===== src/sv/tscs_pkg.sv =====
// Shared types and constants for the time sync client sequencer.
package tscs_pkg;

  localparam int CfgIdxW = 3;
  localparam int CfgDataW = 32;

  localparam logic [CfgIdxW-1:0] CFG_RETRY_LIMIT   = 3'd0;
  localparam logic [CfgIdxW-1:0] CFG_SHORT_RETRY   = 3'd1;
  localparam logic [CfgIdxW-1:0] CFG_LONG_RETRY    = 3'd2;
  localparam logic [CfgIdxW-1:0] CFG_REFRESH       = 3'd3;
  localparam logic [CfgIdxW-1:0] CFG_REPLY_TIMEOUT = 3'd4;

  localparam logic [1:0] OP_POLL   = 2'd0;
  localparam logic [1:0] OP_TICK   = 2'd1;
  localparam logic [1:0] OP_LOOKUP = 2'd2;
  localparam logic [1:0] OP_REPLY  = 2'd3;

  localparam logic [31:0] EPOCH_OFFSET = 32'd2208988800;
  localparam logic [2:0]  MODE_SERVER  = 3'h4;
  localparam logic [15:0] MSG_LEN      = 16'd48;
  localparam logic [15:0] SERVER_PORT  = 16'd123;

  typedef enum logic [3:0] {
    ST_INIT        = 4'd0,
    ST_LOOKUP      = 4'd1,
    ST_LOOKUP_WAIT = 4'd2,
    ST_LOOKUP_FAIL = 4'd3,
    ST_REQUEST     = 4'd4,
    ST_WAIT        = 4'd5,
    ST_TIMEOUT     = 4'd6,
    ST_SET_FAIL    = 4'd7,
    ST_SUCCESS     = 4'd8,
    ST_ERROR       = 4'd9
  } status_t;

  typedef struct packed {
    logic [1:0]  opcode;
    logic        link_ready;
    logic        socket_ok;
    logic        lookup_immediate;
    logic        lookup_found;
    logic        from_server;
    logic [15:0] source_port;
    logic [15:0] datagram_length;
    logic [7:0]  first_byte;
    logic [7:0]  stratum;
    logic [31:0] server_seconds;
    logic        set_time_ok;
  } in_data_t;

  typedef struct packed {
    logic [3:0]  status;
    logic        start_lookup;
    logic        send_request;
    logic        time_strobe;
    logic [31:0] unix_seconds;
    logic [3:0]  retry_count;
  } out_data_t;

  typedef struct packed {
    logic [3:0]  retry_limit;
    logic [31:0] short_retry_ticks;
    logic [31:0] long_retry_ticks;
    logic [31:0] refresh_ticks;
    logic [31:0] reply_timeout_ticks;
  } cfg_regs_t;

endpackage


===== src/sv/tscs_cfg.sv =====
// Configuration register file for the time sync client sequencer.
module tscs_cfg
  import tscs_pkg::*;
(
  input  logic                clk,
  input  logic                rst_n,
  input  logic                wr_en,
  input  logic [CfgIdxW-1:0]  wr_index,
  input  logic [CfgDataW-1:0] wr_data,
  output cfg_regs_t           regs
);

  cfg_regs_t regs_r;

  always_ff @(posedge clk) begin
    if (!rst_n) begin
      regs_r.retry_limit         <= 4'd5;
      regs_r.short_retry_ticks   <= 32'd2000;
      regs_r.long_retry_ticks    <= 32'd60000;
      regs_r.refresh_ticks       <= 32'd86400000;
      regs_r.reply_timeout_ticks <= 32'd2000;
    end else if (wr_en) begin
      unique case (wr_index)
        CFG_RETRY_LIMIT:   regs_r.retry_limit         <= wr_data[3:0];
        CFG_SHORT_RETRY:   regs_r.short_retry_ticks   <= wr_data;
        CFG_LONG_RETRY:    regs_r.long_retry_ticks    <= wr_data;
        CFG_REFRESH:       regs_r.refresh_ticks       <= wr_data;
        CFG_REPLY_TIMEOUT: regs_r.reply_timeout_ticks <= wr_data;
        default: ;
      endcase
    end
  end

  assign regs = regs_r;

endmodule


===== src/sv/tscs_core.sv =====
// Sequencer state registers and the single-pass next-state and result logic.
module tscs_core
  import tscs_pkg::*;
#(
  parameter int TIMER_WIDTH = 32
) (
  input  logic      clk,
  input  logic      rst_n,
  input  logic      step,
  input  in_data_t  item,
  input  cfg_regs_t cfg,
  output out_data_t result
);

  localparam logic [63:0] TimerMax = {64{1'b1}} >> (64 - TIMER_WIDTH);

  function automatic logic [TIMER_WIDTH-1:0] timer_load(input logic [31:0] v);
    logic [63:0] v64;
    v64 = 64'(v);
    return (v64 > TimerMax) ? TIMER_WIDTH'(TimerMax) : TIMER_WIDTH'(v64);
  endfunction

  status_t                status_r, status_nxt;
  logic [3:0]             quick_r, quick_nxt;
  logic [TIMER_WIDTH-1:0] retry_cnt_r, retry_cnt_nxt;
  logic [TIMER_WIDTH-1:0] tmo_cnt_r, tmo_cnt_nxt;
  logic                   sock_r, sock_nxt;

  logic                   arm_more;
  logic [3:0]             arm_quick;
  logic [TIMER_WIDTH-1:0] arm_retry;
  logic                   reply_ok;

  // Retry arming: short period while quick retries remain, long period after.
  assign arm_more  = quick_r < cfg.retry_limit;
  assign arm_quick = arm_more ? quick_r + 4'd1 : quick_r;
  assign arm_retry = arm_more ? timer_load(cfg.short_retry_ticks)
                              : timer_load(cfg.long_retry_ticks);

  assign reply_ok = sock_r && item.from_server &&
                    (item.source_port == SERVER_PORT) &&
                    (item.datagram_length == MSG_LEN) &&
                    (item.first_byte[2:0] == MODE_SERVER) &&
                    (item.stratum != 8'd0);

  always_comb begin
    status_nxt    = status_r;
    quick_nxt     = quick_r;
    retry_cnt_nxt = retry_cnt_r;
    tmo_cnt_nxt   = tmo_cnt_r;
    sock_nxt      = sock_r;
    result        = '0;

    unique case (item.opcode)
      OP_POLL: begin
        if (!item.link_ready && status_r != ST_SUCCESS) begin
          status_nxt = ST_INIT;
        end else begin
          case (status_r)
            ST_INIT: begin
              quick_nxt  = 4'd0;
              sock_nxt   = sock_r | item.socket_ok;
              status_nxt = sock_nxt ? ST_LOOKUP : ST_ERROR;
            end
            ST_LOOKUP: begin
              result.start_lookup = 1'b1;
              tmo_cnt_nxt = timer_load(cfg.reply_timeout_ticks);
              status_nxt  = item.lookup_immediate ? ST_REQUEST : ST_LOOKUP_WAIT;
            end
            ST_REQUEST: begin
              result.send_request = 1'b1;
              tmo_cnt_nxt = timer_load(cfg.reply_timeout_ticks);
              status_nxt  = ST_WAIT;
            end
            ST_LOOKUP_WAIT, ST_WAIT: begin
              if (tmo_cnt_r == '0) begin
                quick_nxt     = arm_quick;
                retry_cnt_nxt = arm_retry;
                status_nxt    = ST_TIMEOUT;
              end
            end
            ST_SUCCESS, ST_LOOKUP_FAIL, ST_TIMEOUT, ST_SET_FAIL: begin
              if (retry_cnt_r == '0) begin
                status_nxt = ST_INIT;
              end
            end
            default: ;
          endcase
        end
      end
      OP_TICK: begin
        // Both countdowns saturate at zero.
        if (retry_cnt_r != '0) retry_cnt_nxt = retry_cnt_r - 1'b1;
        if (tmo_cnt_r != '0)   tmo_cnt_nxt   = tmo_cnt_r - 1'b1;
      end
      OP_LOOKUP: begin
        if (status_r == ST_LOOKUP_WAIT) begin
          if (item.lookup_found) begin
            status_nxt = ST_REQUEST;
          end else begin
            quick_nxt     = arm_quick;
            retry_cnt_nxt = arm_retry;
            status_nxt    = ST_LOOKUP_FAIL;
          end
        end
      end
      OP_REPLY: begin
        if (reply_ok) begin
          result.time_strobe  = 1'b1;
          result.unix_seconds = item.server_seconds - EPOCH_OFFSET;
          if (item.set_time_ok) begin
            retry_cnt_nxt = timer_load(cfg.refresh_ticks);
            status_nxt    = ST_SUCCESS;
          end else begin
            quick_nxt     = arm_quick;
            retry_cnt_nxt = arm_retry;
            status_nxt    = ST_SET_FAIL;
          end
        end
      end
      default: ;
    endcase

    result.status      = status_nxt;
    result.retry_count = quick_nxt;
  end

  always_ff @(posedge clk) begin
    if (!rst_n) begin
      status_r    <= ST_INIT;
      quick_r     <= 4'd0;
      retry_cnt_r <= '0;
      tmo_cnt_r   <= '0;
      sock_r      <= 1'b0;
    end else if (step) begin
      status_r    <= status_nxt;
      quick_r     <= quick_nxt;
      retry_cnt_r <= retry_cnt_nxt;
      tmo_cnt_r   <= tmo_cnt_nxt;
      sock_r      <= sock_nxt;
    end
  end

endmodule


===== src/sv/time_sync_client_sequencer.sv =====
// Top level of the time sync client sequencer: handshake stages around the core.
//
// Events arrive on the in_ channel (valid/ready), one transfer per event, and
// each event yields exactly one result transfer on the out_ channel. An event
// is captured in an input register; when it is processed the sequencer state
// is updated and the result is written into the output register, from which
// it is offered. One event per cycle is sustained while the receiver takes
// results: the input and output registers each hold one item, and the
// state update plus result logic is a single pass of combinational logic.
// When the receiver stalls, the output register holds its result and the
// input register keeps the next event; in_ready drops only when both are
// full. Configuration registers are written on the cfg_ channel, which is
// always ready; write only while no event is in flight. A synchronous
// active-low reset returns the sequencer to init with zero retries and
// countdowns, empties both stages and restores the register defaults.
// TIMER_WIDTH sets the countdown width; loaded delays saturate at its top.
module time_sync_client_sequencer
  import tscs_pkg::*;
#(
  parameter int TIMER_WIDTH = 32
) (
  input  logic                clk,
  input  logic                rst_n,
  input  logic                in_valid,
  output logic                in_ready,
  input  in_data_t            in_data,
  output logic                out_valid,
  input  logic                out_ready,
  output out_data_t           out_data,
  input  logic                cfg_valid,
  output logic                cfg_ready,
  input  logic [CfgIdxW-1:0]  cfg_index,
  input  logic [CfgDataW-1:0] cfg_data
);

  cfg_regs_t cfg_regs;
  in_data_t  in_hold_r;
  logic      in_vld_r;
  out_data_t out_hold_r;
  logic      out_vld_r;
  out_data_t core_result;
  logic      step;

  assign cfg_ready = 1'b1;

  tscs_cfg u_cfg (
    .clk      (clk),
    .rst_n    (rst_n),
    .wr_en    (cfg_valid),
    .wr_index (cfg_index),
    .wr_data  (cfg_data),
    .regs     (cfg_regs)
  );

  // The held event is processed when the output register is free or draining.
  assign step     = in_vld_r && (!out_vld_r || out_ready);
  assign in_ready = !in_vld_r || step;

  tscs_core #(
    .TIMER_WIDTH (TIMER_WIDTH)
  ) u_core (
    .clk    (clk),
    .rst_n  (rst_n),
    .step   (step),
    .item   (in_hold_r),
    .cfg    (cfg_regs),
    .result (core_result)
  );

  always_ff @(posedge clk) begin
    if (!rst_n) begin
      in_vld_r <= 1'b0;
    end else if (in_ready) begin
      in_vld_r <= in_valid;
    end
  end

  always_ff @(posedge clk) begin
    if (in_ready && in_valid) begin
      in_hold_r <= in_data;
    end
  end

  always_ff @(posedge clk) begin
    if (!rst_n) begin
      out_vld_r <= 1'b0;
    end else if (step) begin
      out_vld_r <= 1'b1;
    end else if (out_ready) begin
      out_vld_r <= 1'b0;
    end
  end

  always_ff @(posedge clk) begin
    if (step) begin
      out_hold_r <= core_result;
    end
  end

  assign out_valid = out_vld_r;
  assign out_data  = out_hold_r;

endmodule


===== config.mk =====
export PLATFORM = sky130hd
export DESIGN_NAME = time_sync_client_sequencer
export DESIGN_NICKNAME = d
export VERILOG_FILES = /design/src/sv/tscs_pkg.sv /design/src/sv/tscs_cfg.sv /design/src/sv/tscs_core.sv /design/src/sv/time_sync_client_sequencer.sv
export SDC_FILE = /design/constraint.sdc
export NUM_CORES = 1
export LEC_CHECK = 0
export BUFFER_PORTS_ARGS = -buffer_cell sky130_fd_sc_hd__buf_2
export CAP_MARGIN = 20
export CORE_UTILIZATION = 45
export DETAILED_ROUTE_END_ITERATION = 7
export SYNTH_ARGS = -nofsm -noshare
export SYNTH_HDL_FRONTEND = slang
export SYNTH_SLANG_ARGS = --single-unit

===== constraint.sdc =====
create_clock -name clk -period 4 [get_ports clk]
set_input_delay 0.4 -clock clk [delete_from_list [all_inputs] [get_ports clk]]
set_output_delay 0.4 -clock clk [all_outputs]
set_load 0.02 [all_outputs]

Word level (Yosys, flattened, before mapping):

Index checks and enable logic that the tools add are counted.

* equal/unequal tests: 28
* magnitude comparators: 1
* muxes and demuxes: 39
* add/subtract/negate cells: 4
* reduce and logical (&&, ||, !) cells: 36
* bitwise gates (word level): 3

Operators by type and width (count)
* 32-bit 2-to-1 mux: 12
* 32-bit one-hot mux with 4 select lines: 1
* 32-bit zero test: 2
* 32-bit one-hot mux with 2 select lines: 1
* 32-bit nonzero test: 2
* 32-bit by 1-bit subtractor with 32-bit output (second input constant): 2
* 4-bit 2-to-1 mux: 14
* 33-bit 2-to-1 mux: 1
* 32-bit subtractor (second input constant): 1
* 4-bit one-hot mux with 3 select lines: 2
* 4-bit one-hot mux with 5 select lines: 1
* 16-bit by 6-bit == test with 1-bit output (second input constant): 1
* 16-bit by 7-bit == test with 1-bit output (second input constant): 1
* 4-bit by 3-bit == test with 1-bit output (second input constant): 4
* 2-bit AND reduction: 6
* 2-bit by 1-bit inequality test with 1-bit output (second input constant): 5
* 4-bit by 2-bit == test with 1-bit output (second input constant): 2
* 1-bit logical AND: 8
* 2-bit inequality test (second input constant): 4
* 4-bit one-hot mux with 2 select lines: 1
* 8-bit AND reduction: 1
* 8-bit nonzero test: 1
* 3-bit by 2-bit == test with 1-bit output (second input constant): 2
* 3-bit == test (second input constant): 2
* 22 further kinds: 34

* input bits: 128
* word-level logic and storage cells: 141
* output and inout bits: 46
* register bits after elaboration: 333

Logic depth before layout (Yosys ltp):

* depth in word-level cells: 7
* mapped depth: 11
* depth with buffers taken out: 8

By module:

From an unflattened synthesis, not the netlist that was laid out.

* cell total of the unflattened synthesis: 1585
* area, all modules: 15574.9 µm²

By module, submodules not included
* tscs_core: seq. area each 1461.4 µm², cells each 953, area each 6437.4 µm², instances 1
* tscs_cfg: seq. area each 2642.5 µm², cells each 490, area each 5088.6 µm², instances 1
* time_sync_client_sequencer: seq. area each 3973.8 µm², cells each 142, area each 4048.9 µm², instances 1

Worst setup path after synthesis:

No wires, ideal clock.

* path kind: reg-to-reg
* start point: register out_vld_r, in the netlist out_valid
* end point: register in_hold_r[0] in the netlist's numbering, enable pin
* path buffers: 0
* cell stages (with the launch flop): 4
* setup time: 451 ps
* clock period less this slack: 3152 ps
* arrival time: 2701 ps
* setup slack: 848 ps
* data required time: 3549 ps
* cells stage by stage: dfxtp_1 > nor2b_1 > nand2_1 > and2_1

* cells in the longest elaborated chain, start to end: 5

RTL lines
* start: declaration: line time_sync_client_sequencer.sv:40 `logic out_vld_r;`
* start signal: assignment: line time_sync_client_sequencer.sv:86 `out_vld_r <= 1'b0;`
* start signal: assignment: line time_sync_client_sequencer.sv:88 `out_vld_r <= 1'b1;`
* start signal: assignment: line time_sync_client_sequencer.sv:90 `out_vld_r <= 1'b0;`
* 1-bit zero test: line time_sync_client_sequencer.sv:56 `assign step = in_vld_r && (!out_vld_r || out_ready);`
* 1-bit logical OR: line time_sync_client_sequencer.sv:56
* 1-bit logical AND: line time_sync_client_sequencer.sv:56
* 1-bit logical OR: line time_sync_client_sequencer.sv:57 `assign in_ready = !in_vld_r || step;`
* net in_ready: line time_sync_client_sequencer.sv:25 `output logic in_ready,`
* 1-bit logical AND: line time_sync_client_sequencer.sv:79 `if (in_ready && in_valid) begin`
* end signal: assignment: line time_sync_client_sequencer.sv:80 `in_hold_r <= in_data;`
* end: declaration: line time_sync_client_sequencer.sv:37 `in_data_t in_hold_r;`

The timed path passes the listed nets, and every way through them passes these cells.
A chain may end at the register's enable or synchronous reset.

Final worst setup path:

* start point: register u_core.tmo_cnt_r[0]
* end point: register u_core.retry_cnt_r[27]

* cells in the longest elaborated chain, start to end: 3

RTL lines
* start: declaration: line tscs_core.sv:26 `logic [TIMER_WIDTH-1:0] tmo_cnt_r, tmo_cnt_nxt;`
* start signal: assignment: line tscs_core.sv:139 `tmo_cnt_r <= tmo_cnt_nxt;`
* 32-bit zero test: line tscs_core.sv:76 `if (tmo_cnt_r == '0) begin`
* 2-bit by 1-bit inequality test with 1-bit output (no line)
* 8-bit AND reduction (no line)
* end signal: assignment: line tscs_core.sv:138 `retry_cnt_r <= retry_cnt_nxt;`
* end: declaration: line tscs_core.sv:25 `logic [TIMER_WIDTH-1:0] retry_cnt_r, retry_cnt_nxt;`

No other way between the ends.

==> impl_metrics.prom <==
# TYPE chip_impl_metric gauge
chip_impl_metric{name="detail-route-antenna-nets",unit=""} 0
chip_impl_metric{name="syn2layout_area_growth",unit="%"} 16.5
chip_impl_metric{name="final-max-slew-violation-count",unit=""} 0
chip_impl_metric{name="num_antenna_cells",unit=""} 0
chip_impl_info{name="timing_worst_setup_path_type",value="flip-flop to flip-flop"} 1
chip_impl_metric{name="holdWs",unit="ps"} 41.1
chip_impl_metric{name="viasPerCell",unit=""} 5.69
chip_impl_metric{name="fin_nets",unit=""} 1939
chip_impl_info{name="sequence_of_cells_on_the_critical_path",value="inv_1 > ha_1 > or4b_4 > or2_1 > or4_4 > a311o_1 > o211a_1 > a31o_1"} 1
chip_impl_metric{name="vias",unit=""} 12900
chip_impl_info{name="setup_repair_after_global_routing_missed_its_margin",value="no"} 1
chip_impl_metric{name="drive_above_1_share",unit="%"} 17.3
chip_impl_metric{name="cts_buffers",unit=""} 38
chip_impl_metric{name="placement.io_buffers",unit=""} 167
chip_impl_metric{name="finalSetupTns",unit="ps"} 0
chip_impl_metric{name="post_synth_inst_count",unit=""} 1675
chip_impl_metric{name="report.final.setup_viol",unit=""} 0
chip_impl_metric{name="crit_fanout",unit=""} 20
chip_impl_info{name="tritoncts_clock_tree",value="yes"} 1
chip_impl_metric{name="grt_pass1_vias",unit=""} 12100
chip_impl_metric{name="final_replace_weighted_congestion",unit=""} 0.868
chip_impl_info{name="critPathCaptureType",value="flip-flop"} 1
chip_impl_info{name="final_cell_mix",value="348 x nand2_1, 207 x dfxtp_1, 193 x a21oi_1"} 1
chip_impl_metric{name="grt_first_pass_wirelength",unit="um"} 66100
chip_impl_metric{name="final.min_clock_period",unit="ps"} 3440
chip_impl_info{name="synthDominantAreaCellType",value="dfxtp_1"} 1
chip_impl_metric{name="synth_largest_type_area_fraction",unit="%"} 27.4
chip_impl_metric{name="drt_drc_violations_left",unit=""} 0
chip_impl_metric{name="drt-pass1-iter-count",unit=""} 5
chip_impl_metric{name="vdd.ir_drop.worst",unit="mV"} 0.353
chip_impl_metric{name="avgSynthCellArea",unit="sq um"} 9.03
chip_impl_metric{name="mappedNetlistArea",unit="sq um"} 15100
chip_impl_metric{name="insertion_delay",unit="ps"} 530
chip_impl_metric{name="grt-ovfl-total",unit=""} 0
chip_impl_metric{name="initial_utilization",unit="%"} 46.2
chip_impl_metric{name="post_drt_wl_per_cell",unit="um"} 18.4
chip_impl_metric{name="clock_skew",unit="ps"} 17.8
chip_impl_metric{name="tritoncts_num_sinks",unit=""} 333
chip_impl_metric{name="boundaryPins",unit=""} 174
chip_impl_metric{name="worst_slew_margin_rel",unit="%"} 27.6
chip_impl_metric{name="timing.critical_path.arrival",unit="ps"} 3850
chip_impl_metric{name="ctsHtreeMaxLevel",unit=""} 2
chip_impl_metric{name="floorplan.core_area",unit="sq um"} 32800
chip_impl_info{name="critical_path.top_delay_family",value="simple AND/OR/NAND/NOR gates"} 1
chip_impl_metric{name="largest_buffer_count_on_any_clock_path",unit=""} 3
chip_impl_info{name="netlist_top_cells_area",value="dfxtp_1 27%, edfxtp_1 25%, nand2_1 8.6%"} 1
chip_impl_metric{name="final.period_utilization",unit="%"} 86.0
chip_impl_metric{name="die_w",unit="um"} 185
chip_impl_metric{name="worst_margin_slew",unit="ps"} 1090
chip_impl_metric{name="cts_resized",unit=""} 0
chip_impl_metric{name="synth_edf_count",unit=""} 126
chip_impl_metric{name="grt_max_degree",unit=""} 113
chip_impl_metric{name="postRouteWirelength",unit="um"} 41700
chip_impl_metric{name="total_of_hold_buffers_inserted_after_clock_tree_synthesis",unit=""} 0
chip_impl_metric{name="pwr_density_cell",unit="nW/um^2"} 464
chip_impl_metric{name="timing.final.hold_violations",unit=""} 0
chip_impl_metric{name="synth.lib_cells_used.distinct",unit=""} 80
chip_impl_info{name="slowest_cell_on_crit_path",value="a311o_1"} 1
chip_impl_metric{name="drtIter0Drc",unit=""} 906
chip_impl_metric{name="post-cts-setup-buffers",unit=""} 0
chip_impl_metric{name="ff_latch_count_synth",unit=""} 333
chip_impl_metric{name="seq_area_frac_synth",unit="%"} 52.4
chip_impl_metric{name="antenna_found_initial",unit=""} 1
chip_impl_info{name="timing.critical_path.from_type",value="flip-flop"} 1
chip_impl_info{name="holdCritPathClass",value="input port to flip-flop"} 1
chip_impl_info{name="clock_tree.root_cell",value="clkbuf_16"} 1
chip_impl_info{name="run_status",value="finished, final reports clean"} 1
chip_impl_info{name="most_common_cell_after_layout_fill_and_taps_aside",value="nand2_1"} 1
chip_impl_metric{name="cts.clk_slew.worst_paths",unit="ps"} 60
chip_impl_metric{name="floorplan.rows",unit=""} 66
chip_impl_metric{name="worst-endpoint-required",unit="ps"} 4420
chip_impl_metric{name="synthesis.nets",unit=""} 1810
chip_impl_metric{name="ys.warnings.count",unit=""} 0
chip_impl_metric{name="die_extent_in_y",unit="um"} 185
chip_impl_metric{name="timing.fmax",unit="MHz"} 291
chip_impl_metric{name="cap_violations",unit=""} 0
chip_impl_metric{name="crit_buf_inv",unit=""} 1
chip_impl_metric{name="dp.final_hpwl",unit="um"} 27800
chip_impl_metric{name="critPathMaxStageDelay",unit="ps"} 690
chip_impl_metric{name="share_of_async_settable_or_async_resettable_flops_after_synthesis",unit="%"} 0
chip_impl_info{name="ys_dominant_reg_cell",value="dfxtp_1"} 1
chip_impl_metric{name="leakage",unit="nW"} 6.61
chip_impl_metric{name="die_outline_area",unit="sq um"} 34400
chip_impl_metric{name="grt_usage",unit="%"} 24.4
[worst reg2reg max path, stage by stage, from the launching register on]
cell and delay (ps):
dfxtp_1 340, inv_1 80, ha_1 220, or4b_4 510
or2_1 370, or4_4 600, a311o_1 700, o211a_1 360
a31o_1 170
[path summary, 6_finish.rpt]
kind                                          from  cells after the start  slack, ps                                   to
setup / recovery  u_core.tmo_cnt_r[0]$_SDFFE_PN0P_                      8        560  u_core.retry_cnt_r[27]$_SDFFE_PN0P_
hold / removal                         in_data[87]                      1         40              in_hold_r[87]$_DFFE_PP_
setup reg to reg  u_core.tmo_cnt_r[0]$_SDFFE_PN0P_                      8        560  u_core.retry_cnt_r[27]$_SDFFE_PN0P_
hold reg to reg        u_cfg.regs[95]$_SDFFE_PN0P_                      2        450          u_cfg.regs[95]$_SDFFE_PN0P_
[synth_stat cells, drive strengths merged, types with 7 or more instances]
master  instances
nand2         348
or4             7
dfxtp         207
a31o           13
or3            13
o31ai          28
a22oi           8
mux2i          20
nor2          101
or2            11
nor4           27
a221oi          9
a21o            9
nand2b         11
edfxtp        126
a21oi         193
xnor2           7
inv            25
nor3           37
xor2            9
nand3          68
ha              7
nand4          13
and2           16
clkbuf        101
mux2           13
a211oi         20
and3           10
a31oi          13
o21a           11
nor2b           7
buf            12
o211ai         17
o21ai          70
[cell families (layout without fill, tap and decap cells)]
kind of cell	count (synthesis)	after routing	synth area share (%)
flip-flops	333	333	52.4
AO/OA/AOI/OAI	450	450	19.0
adder cells (fa/ha/maj)	7	7	0.579
multiplexers	33	33	2.29
XOR/XNOR	16	16	0.926
buffers and inverters	139	296	3.73
other	1	1	0.0248
AND/OR/NAND/NOR	696	696	21.1
[stage by stage]
stage / setup slack [ps] / instances / utilization, % / power (mW) / cell area, sq um
floorplan: 848 / 1675 / - / 4.45 / 15100
global placement: 643 / 2205 / 50.0 / 4.83 / 16400
detailed placement: 616 / 2205 / 50.0 / 4.84 / 16400
CTS: 586 / 2273 / 53.7 / 8.23 / 17600
global route: 338 / 2274 / 53.8 / 8.49 / 17600
finish: 561 / 2274 / 53.8 / 8.18 / 17600
[sequential cells by signal (all words and copies together), names as in the netlist]
signal and flops:
in_hold_r 83, in_vld_r 1, out_data 43, out_valid 1, u_cfg.regs 132, u_core.quick_r 4
u_core.retry_cnt_r 32, u_core.sock_r 1, u_core.status_r 4, u_core.tmo_cnt_r 32
[layer usage]
metal,GRT usage [%],routed length [um],up-vias
met5,0,13,-
met1,33.6,18900,6195
li1,-,-,6293
met4,5.69,723,2
met3,3.78,2540,59
met2,40.0,19600,397
[layout make-up]
class / count / area, sq um
fill: 3114 / 15200
sequential: 333 / 7930
multi-input combinational: 1203 / 6690
timing repair buffer: 202 / 1160
clock buffer: 49 / 1020
tap: 442 / 553
clock inverter: 19 / 186
inverter: 26 / 100
[power breakdown]
part / internal [mW] / leakage (nW) / switching [mW]
logic: 0.363 / 3.10 / 0.696
clock network: 2.01 / 0.590 / 1.38
registers: 3.65 / 2.92 / 0.0814
total: 6.02 / 6.61 / 2.16
No activity file was read; power rests on OpenSTA's default activity.
